`src/sv/art_pkg.sv`:
```
// ----------------------------------------------------------------------------
// art_pkg
// Shared types, constants and helpers of the acknowledgement retransmit
// tracker: slot entry layout, cell control word, result word and codes.
// ----------------------------------------------------------------------------
package art_pkg;

  localparam int unsigned SLOTS_DEF = 16;

  localparam logic [31:0] RETRY_INTERVAL_RST = 32'd5000;
  localparam logic [7:0]  MAX_RETRIES_RST    = 8'd6;

  // Configuration register indexes.
  localparam logic REG_RETRY_INTERVAL = 1'b0;
  localparam logic REG_MAX_RETRIES    = 1'b1;

  typedef enum logic [1:0] {
    CMD_SEND = 2'd0,
    CMD_ACK  = 2'd1,
    CMD_TICK = 2'd2
  } cmd_e;

  typedef enum logic [2:0] {
    EV_TRANSMIT    = 3'd0,
    EV_RETRANSMIT  = 3'd1,
    EV_EXPIRED     = 3'd2,
    EV_ACK_MATCHED = 3'd3,
    EV_ACK_UNKNOWN = 3'd4,
    EV_UNTRACKED   = 3'd5
  } event_e;

  typedef enum logic [2:0] {
    OP_HOLD   = 3'd0,
    OP_INSERT = 3'd1,
    OP_UPDATE = 3'd2,
    OP_DELETE = 3'd3,
    OP_ROTATE = 3'd4
  } cell_op_e;

  typedef struct packed {
    logic        valid;
    logic [15:0] key;
    logic [7:0]  kind;
    logic [7:0]  unit;
    logic [15:0] payload;
    logic [31:0] sent;
    logic [7:0]  count;
  } entry_t;

  // Broadcast from the controller to every cell of the chain.
  typedef struct packed {
    cell_op_e    op;
    logic [15:0] key;
    entry_t      ins;
    entry_t      head;
  } cell_ctrl_t;

  typedef struct packed {
    event_e      ev;
    logic [15:0] key;
    logic [7:0]  kind;
    logic [7:0]  unit;
    logic [15:0] payload;
    logic [7:0]  attempt;
    logic        last;
  } result_t;

  function automatic logic [7:0] sat_inc(input logic [7:0] c);
    return (c == 8'hFF) ? c : c + 8'd1;
  endfunction

endpackage

```
`src/sv/art_cell.sv`:
```
// ----------------------------------------------------------------------------
// art_cell
// One slot of the tracker chain. Holds a single entry and, on the broadcast
// operation, keeps or updates it, or takes a neighbor, insert or head entry.
// ----------------------------------------------------------------------------
module art_cell (
  input  logic                clk_i,
  input  logic                rst_ni,
  input  art_pkg::cell_ctrl_t ctrl_i,
  input  art_pkg::entry_t     left_i,
  input  logic                left_lt_i,
  input  art_pkg::entry_t     right_i,
  output art_pkg::entry_t     entry_o,
  output logic                lt_o,
  output logic                eq_o
);
  import art_pkg::*;

  entry_t ent_q, ent_d;

  assign lt_o    = ent_q.valid && (ent_q.key < ctrl_i.key);
  assign eq_o    = ent_q.valid && (ent_q.key == ctrl_i.key);
  assign entry_o = ent_q;

  // Valid entries sit in a packed prefix in ascending key order. Inserts
  // open a gap by shifting the larger keys right, deletes close it again.
  always_comb begin
    ent_d = ent_q;
    case (ctrl_i.op)
      OP_INSERT: begin
        if (!lt_o) begin
          if (left_lt_i) begin
            ent_d = ctrl_i.ins;
          end else begin
            ent_d = left_i;
          end
        end
      end
      OP_UPDATE: begin
        if (eq_o) begin
          ent_d.payload = ctrl_i.ins.payload;
          ent_d.sent    = ctrl_i.ins.sent;
          ent_d.count   = sat_inc(ent_q.count);
        end
      end
      OP_DELETE: begin
        if (!lt_o) begin
          ent_d = right_i;
        end
      end
      OP_ROTATE: begin
        // The last valid cell takes the processed head word.
        if (right_i.valid) begin
          ent_d = right_i;
        end else if (ent_q.valid) begin
          ent_d = ctrl_i.head;
        end
      end
      default: begin
        ent_d = ent_q;
      end
    endcase
  end

  always_ff @(posedge clk_i or negedge rst_ni) begin
    if (!rst_ni) begin
      ent_q <= '0;
    end else begin
      ent_q <= ent_d;
    end
  end

endmodule

```
`config.mk`:
```
export PLATFORM = sky130hd
export DESIGN_NAME = art_cell
export DESIGN_NICKNAME = d
export VERILOG_FILES = /design/src/sv/art_pkg.sv /design/src/sv/art_cell.sv
export SDC_FILE = /design/constraint.sdc
export NUM_CORES = 1
export LEC_CHECK = 0
export BUFFER_PORTS_ARGS = -buffer_cell sky130_fd_sc_hd__buf_2
export CAP_MARGIN = 20
export CORE_AREA = 2 2 184 186
export DETAILED_ROUTE_END_ITERATION = 12
export DIE_AREA = 0 0 186 188
export GPL_ROUTABILITY_DRIVEN = 0
export PLACE_DENSITY = 0.57
export SETUP_SLACK_MARGIN = 0.3
export SYNTH_ARGS = -nofsm -noshare
export SYNTH_HDL_FRONTEND = slang
export SYNTH_SLANG_ARGS = --single-unit
```
`constraint.sdc`:
```
create_clock -name clk_i -period 3 [get_ports clk_i]
set_input_delay 0.45 -clock clk_i [delete_from_list [all_inputs] [get_ports clk_i]]
set_output_delay 0.45 -clock clk_i [all_outputs]
set_load 0.1 [all_outputs]
```
* Word level (Yosys, flattened, before mapping)
Index checks and enable logic that the tools add are counted.
** Word-level totals
- Bits in registers :: 89
- Bits in latches :: 0
- Bits in writable memories :: 0
- ROM bits :: 0
- Input bits :: 378
- Output and inout bits :: 91
- Logic and storage cells :: 37
- Memories kept :: 0
** Operators by class
- Add/subtract/negate cells :: 1
- Multiply operators :: 0
- Divide/modulo/power cells :: 0
- Magnitude comparators :: 1
- Eq/ne operators :: 11
- Shift-type cells :: 0
- Mux-type cells :: 9
- Bitwise logic cells :: 0
- Reduce and logical (&&, ||, !) cells :: 8
** Operator list (number)
- $mux W89 :: 5
- $pmux W56 S4 :: 1
- $pmux W33 S3 :: 1
- $mux W56 :: 1
- $eq A16 B16 Y1 :: 1
- $lt A16 B16 Y1 :: 1
- $add A8 B1 Y8 const B :: 1
- $eq A8 B8 Y1 const B :: 1
- $mux W8 :: 1
- $ne A2 B2 Y1 const B :: 4
- $eq A3 B2 Y1 const B :: 2
- $reduce_and A6 Y1 :: 1
- $reduce_and A5 Y1 :: 1
- $reduce_and A4 Y1 :: 1
- $reduce_bool A4 Y1 :: 1
- $eq A3 B1 Y1 const B :: 1
- $eq A3 B3 Y1 const B :: 1
- $ne A3 B3 Y1 const B :: 1
- $reduce_and A3 Y1 :: 1
- $reduce_bool A3 Y1 :: 1
- $logic_and A1 B1 Y1 :: 2

* Depth between registers and ports, before layout
- Depth in word-level cells :: 4
- Depth in mapped cells :: 11
- Gate-level depth less buffers :: 8

* Worst setup path after synthesis
Ideal clock, no wire load.
- Path type :: register to output
- From :: register ent_q, in the netlist entry_o[86]
- To :: output port eq_o
- Arrival :: 3.811 ns
- Data required time :: 2.550 ns
- Slack :: -1.261 ns
- Cell stages (with the launch flop) :: 5
- Path buffers :: 0
- Cells stage by stage :: dfrtp_1 ha_1 nand4_1 or3_4 nor3_1
** On the way
- Cells in the longest elaborated chain, start to end :: 2
** RTL lines
- start: declaration :: line art_cell.sv:19 : entry_t ent_q, ent_d;
- start signal: assignment :: line art_cell.sv:69 : ent_q <= ent_d;
- $eq A16 B16 Y1 :: line art_cell.sv:22 : assign eq_o = ent_q.valid && (ent_q.key == ctrl_i.key);
- $logic_and A1 B1 Y1 :: line art_cell.sv:22
- end: declaration :: line art_cell.sv:15 : output logic eq_o
Every way passes these cells.

* Worst setup path after layout
- From :: register ent_q, in the netlist entry_o[87]
- To :: output port lt_o
** On the way
- Cells in the longest elaborated chain, start to end :: 2
** RTL lines
- $lt A16 B16 Y1 :: line art_cell.sv:21 : assign lt_o = ent_q.valid && (ent_q.key < ctrl_i.key);
- $logic_and A1 B1 Y1 :: line art_cell.sv:21
- end: declaration :: line art_cell.sv:14 : output logic lt_o,
Every way passes these cells.

==> metrics.json <==
{
  "clock-sinks": 89,
  "maxClockFrequency_mhz": 371,
  "flip_flop_count_of_the_largest_register_all_copies_and_words_added": 89,
  "grt_pass1_vias": 7396,
  "mostFrequentLayoutCell": "sky130_fd_sc_hd__buf_2",
  "holdBufCountCts": 0,
  "slew_viol_final": 0,
  "placeableCoreArea_sq_mm": 0.0331,
  "gr-usage-all-layers": 0.156,
  "synth_warnings": 0,
  "regToRegStartpoint": "entry_o[87]$_DFFE_PN0P_",
  "critical_path_depth": 6,
  "power_mw": 9.79,
  "boundary_pins": 469,
  "yosys_register_bits": 89,
  "crit_path_cell_trace": "ha_4 > nand4_1 > or3_4 > a21o_1 > and3_4 > buf_6",
  "fin_nets": 1519,
  "cts.clk_slew.worst_paths_ns": 0.08,
  "initial_core_util": 0.203,
  "insertion_delay_ns": 0.35,
  "width_of_the_chip_microns": 186,
  "cp.arrival_ns": 2.24,
  "worst_r2r_path_depth": 8,
  "synthesis.nets": 1069,
  "layout_skew_ns": 0.0129,
  "grt_start_max_net_pins": 76,
  "report.final.setup_viol": 0,
  "worstReg2RegEnd": "entry_o[40]$_DFFE_PN0P_",
  "grt_antenna_before_repair": 4,
  "max-clock-path-buffers": 2,
  "cts_root_buf": "sky130_fd_sc_hd__clkbuf_16",
  "synth-async-reset-ratio": 1.00,
  "via_count": 7453,
  "firstDrtPassIters": 4,
  "critPathMaxFanout": 4,
  "design.die.area_sq_mm": 0.0350,
  "post_dp_hpwl_mm": 22.6,
  "critical_path_class": "flip-flop to output pin",
  "syn-mean-instance-area_sq_um": 9.98,
  "cap_viol_max_count": 0,
  "cts_tree": "done",
  "yosysSeqAreaShare": 0.331,
  "antenna_left": 0,
  "num_rows": 67,
  "ir_worst_vdd_mv": 0.400,
  "dominant_synthesized_flop_cell": "sky130_fd_sc_hd__dfrtp_1",
  "outcome": "finished, final reports clean",
  "synth_enable_flop_cells": 0,
  "route.final.wire_length_mm": 29.4,
  "area_growth_syn_to_layout_pct": 53.6,
  "unrepaired_setup_endpoints_after_global_routing": "true",
  "crit_slowest_cell": "sky130_fd_sc_hd__dfrtp_4",
  "r2r_slack_ns": 0.32,
  "grt_remaining_overflow": 0,
  "mappedNetlistArea_sq_mm": 0.00673,
  "detailed_route_drc_error_count": 0,
  "max_slew.worst_pin.slew_ns": 0.605,
  "timing.hold.worst.class": "primary input to async pin",
  "grt_pass1_wl_mm": 41.6,
  "slew_headroom": 0.597,
  "pwr_density_cell_mw_per_mm2": 948,
  "worstPathRequired_ns": 2.55,
  "hold_viol_final": 0,
  "avgViaCountPerCell": 4.72,
  "post_synth_inst_count": 674,
  "finalCriticalPeriod_ns": 2.69,
  "first_iter_violations": 349,
  "synthDistinctLibCells": 48,
  "avgRoutedWirePerCell_microns": 18.6,
  "layout-drive-gt1-share": 0.568,
  "crit_path_max_incr_delay_ns": 0.50,
  "io_buffers": 468,
  "final.setup.tns_ns": 0,
  "timing.critical_path.to_type": "output pin",
  "crit_family": "simple AND/OR/NAND/NOR gates",
  "chip_height_microns": 188,
  "tritoncts.num_buffers": 9,
  "most-common-layout-cells": "sky130_fd_sc_hd__buf_2, sky130_fd_sc_hd__a21oi_1, sky130_fd_sc_hd__mux2i_1",
  "critical_path_buf_inv_count": 1,
  "cp-start-kind": "flip-flop",
  "worst_hold_slack_ns": 0.0813,
  "leakagePower_nw": 5.16,
  "timing.final.crit_share": 0.897,
  "clock_tree.htree_level_count": 3
}
==> cell families (layout without fill, tap and decap cells) <==
family | count (synthesis) | in the layout | synth area share
multiplexers | 175 | 175 | 0.282
adder cells (fa/ha/maj) | 17 | 17 | 0.0316
AND/OR/NAND/NOR | 87 | 87 | 0.0640
buffers and inverters | 78 | 533 | 0.0474
AO/OA/AOI/OAI | 222 | 222 | 0.236
flip-flops | 89 | 89 | 0.331
XOR/XNOR | 6 | 6 | 0.00781
other | 0 | 3 | 0
==> metal layers <==
metal,global-route usage,share of wire,vias up
met1,0.187,0.42,3603
met5,0,0.00054,-
met3,0.0282,0.055,26
li1,-,-,3510
met2,0.285,0.51,312
met4,0.0354,0.015,2
==> final cells by class <==
| cell class | instances | area (sq um) |
|---|---|---|
| diodes | 3 | 7.51 |
| clock buffers | 11 | 253 |
| clock inverters | 5 | 38.8 |
| fillers | 3502 | 22800 |
| inverters | 17 | 63.8 |
| multi-input cells | 507 | 4350 |
| flip-flops and latches | 89 | 2280 |
| well taps | 448 | 561 |
| repair buffers | 500 | 2780 |
==> worst reg2reg max path, delay by kind of cell, from the launching register on <==
family | cells | cell delay [ns]
AOI/OAI and AO/OA | 1 | 0.19
adders and majority gates | 1 | 0.27
buffers and inverters | 1 | 0.23
DFF | 1 | 0.50
muxes | 1 | 0.28
and+or+nand+nor | 4 | 1.09
==> stage by stage <==
step / cell area [sq um] / worst slack [ns] / util / cells
final: 10300 / 0.308 / 0.312 / 1580
after global routing: 10300 / 0.211 / 0.312 / 1580
after CTS: 10100 / 0.229 / 0.306 / 1567
after detailed placement: 9840 / 0.212 / 0.297 / 1551
after global placement: 9840 / 0.252 / 0.297 / 1551
after floorplan: 6940 / 0.215 / - / 674
==> worst max path at each step <==
stage / from / endpoint / slack [ns]
after floorplan: entry_o[78]$_DFFE_PN0P_ / entry_o[10]$_DFFE_PN0P_ / 0.22
after global placement: ctrl_i[190] / entry_o[50]$_DFFE_PN0P_ / 0.25
after detailed placement: ctrl_i[192] / entry_o[50]$_DFFE_PN0P_ / 0.21
after CTS: entry_o[86]$_DFFE_PN0P_ / lt_o / 0.23
after global routing: entry_o[85]$_DFFE_PN0P_ / lt_o / 0.21
final: entry_o[87]$_DFFE_PN0P_ / lt_o / 0.31
==> power by group <==
part | switching [mW] | total, mW | internal (mW)
combinational | 4.99 | 6.51 | 1.51
clock | 0.538 | 1.15 | 0.614
sequential | 0.374 | 2.13 | 1.76
==> repair_timing <==
item | in CTS | in global routing
pin swaps | 0 | 1
gates cloned | 0 | 6
gates resized for setup | 2 | 5
buffers inserted | 0 | 4
endpoints found under the setup margin | 3 | 50
==> cells in the mapped netlist, types with 2 or more instances <==
cell	n	area share
sky130_fd_sc_hd__a21oi_1	113	0.084
sky130_fd_sc_hd__buf_2	8	0.0060
sky130_fd_sc_hd__and4_1	2	0.0026
sky130_fd_sc_hd__nor3_1	2	0.0015
sky130_fd_sc_hd__a32oi_1	2	0.0026
sky130_fd_sc_hd__nand4_1	5	0.0047
sky130_fd_sc_hd__a22o_1	2	0.0026
sky130_fd_sc_hd__buf_6	2	0.0033
sky130_fd_sc_hd__and3_1	2	0.0019
sky130_fd_sc_hd__nand2_1	14	0.0078
sky130_fd_sc_hd__nand3_1	8	0.0060
sky130_fd_sc_hd__clkbuf_1	31	0.017
sky130_fd_sc_hd__inv_1	17	0.0095
sky130_fd_sc_hd__o21ai_0	7	0.0052
sky130_fd_sc_hd__mux2_4	9	0.020
sky130_fd_sc_hd__xnor2_1	5	0.0065
sky130_fd_sc_hd__nand2b_1	4	0.0037
sky130_fd_sc_hd__o21bai_1	2	0.0022
sky130_fd_sc_hd__a221oi_1	4	0.0052
sky130_fd_sc_hd__ha_1	17	0.032
sky130_fd_sc_hd__mux2i_1	88	0.13
sky130_fd_sc_hd__mux2_2	78	0.13
sky130_fd_sc_hd__buf_1	19	0.011
sky130_fd_sc_hd__a221o_1	82	0.12
sky130_fd_sc_hd__nor2b_1	5	0.0047
sky130_fd_sc_hd__dfrtp_1	89	0.33
sky130_fd_sc_hd__nor2_1	36	0.020
No activity file was read; power rests on OpenSTA's default activity.
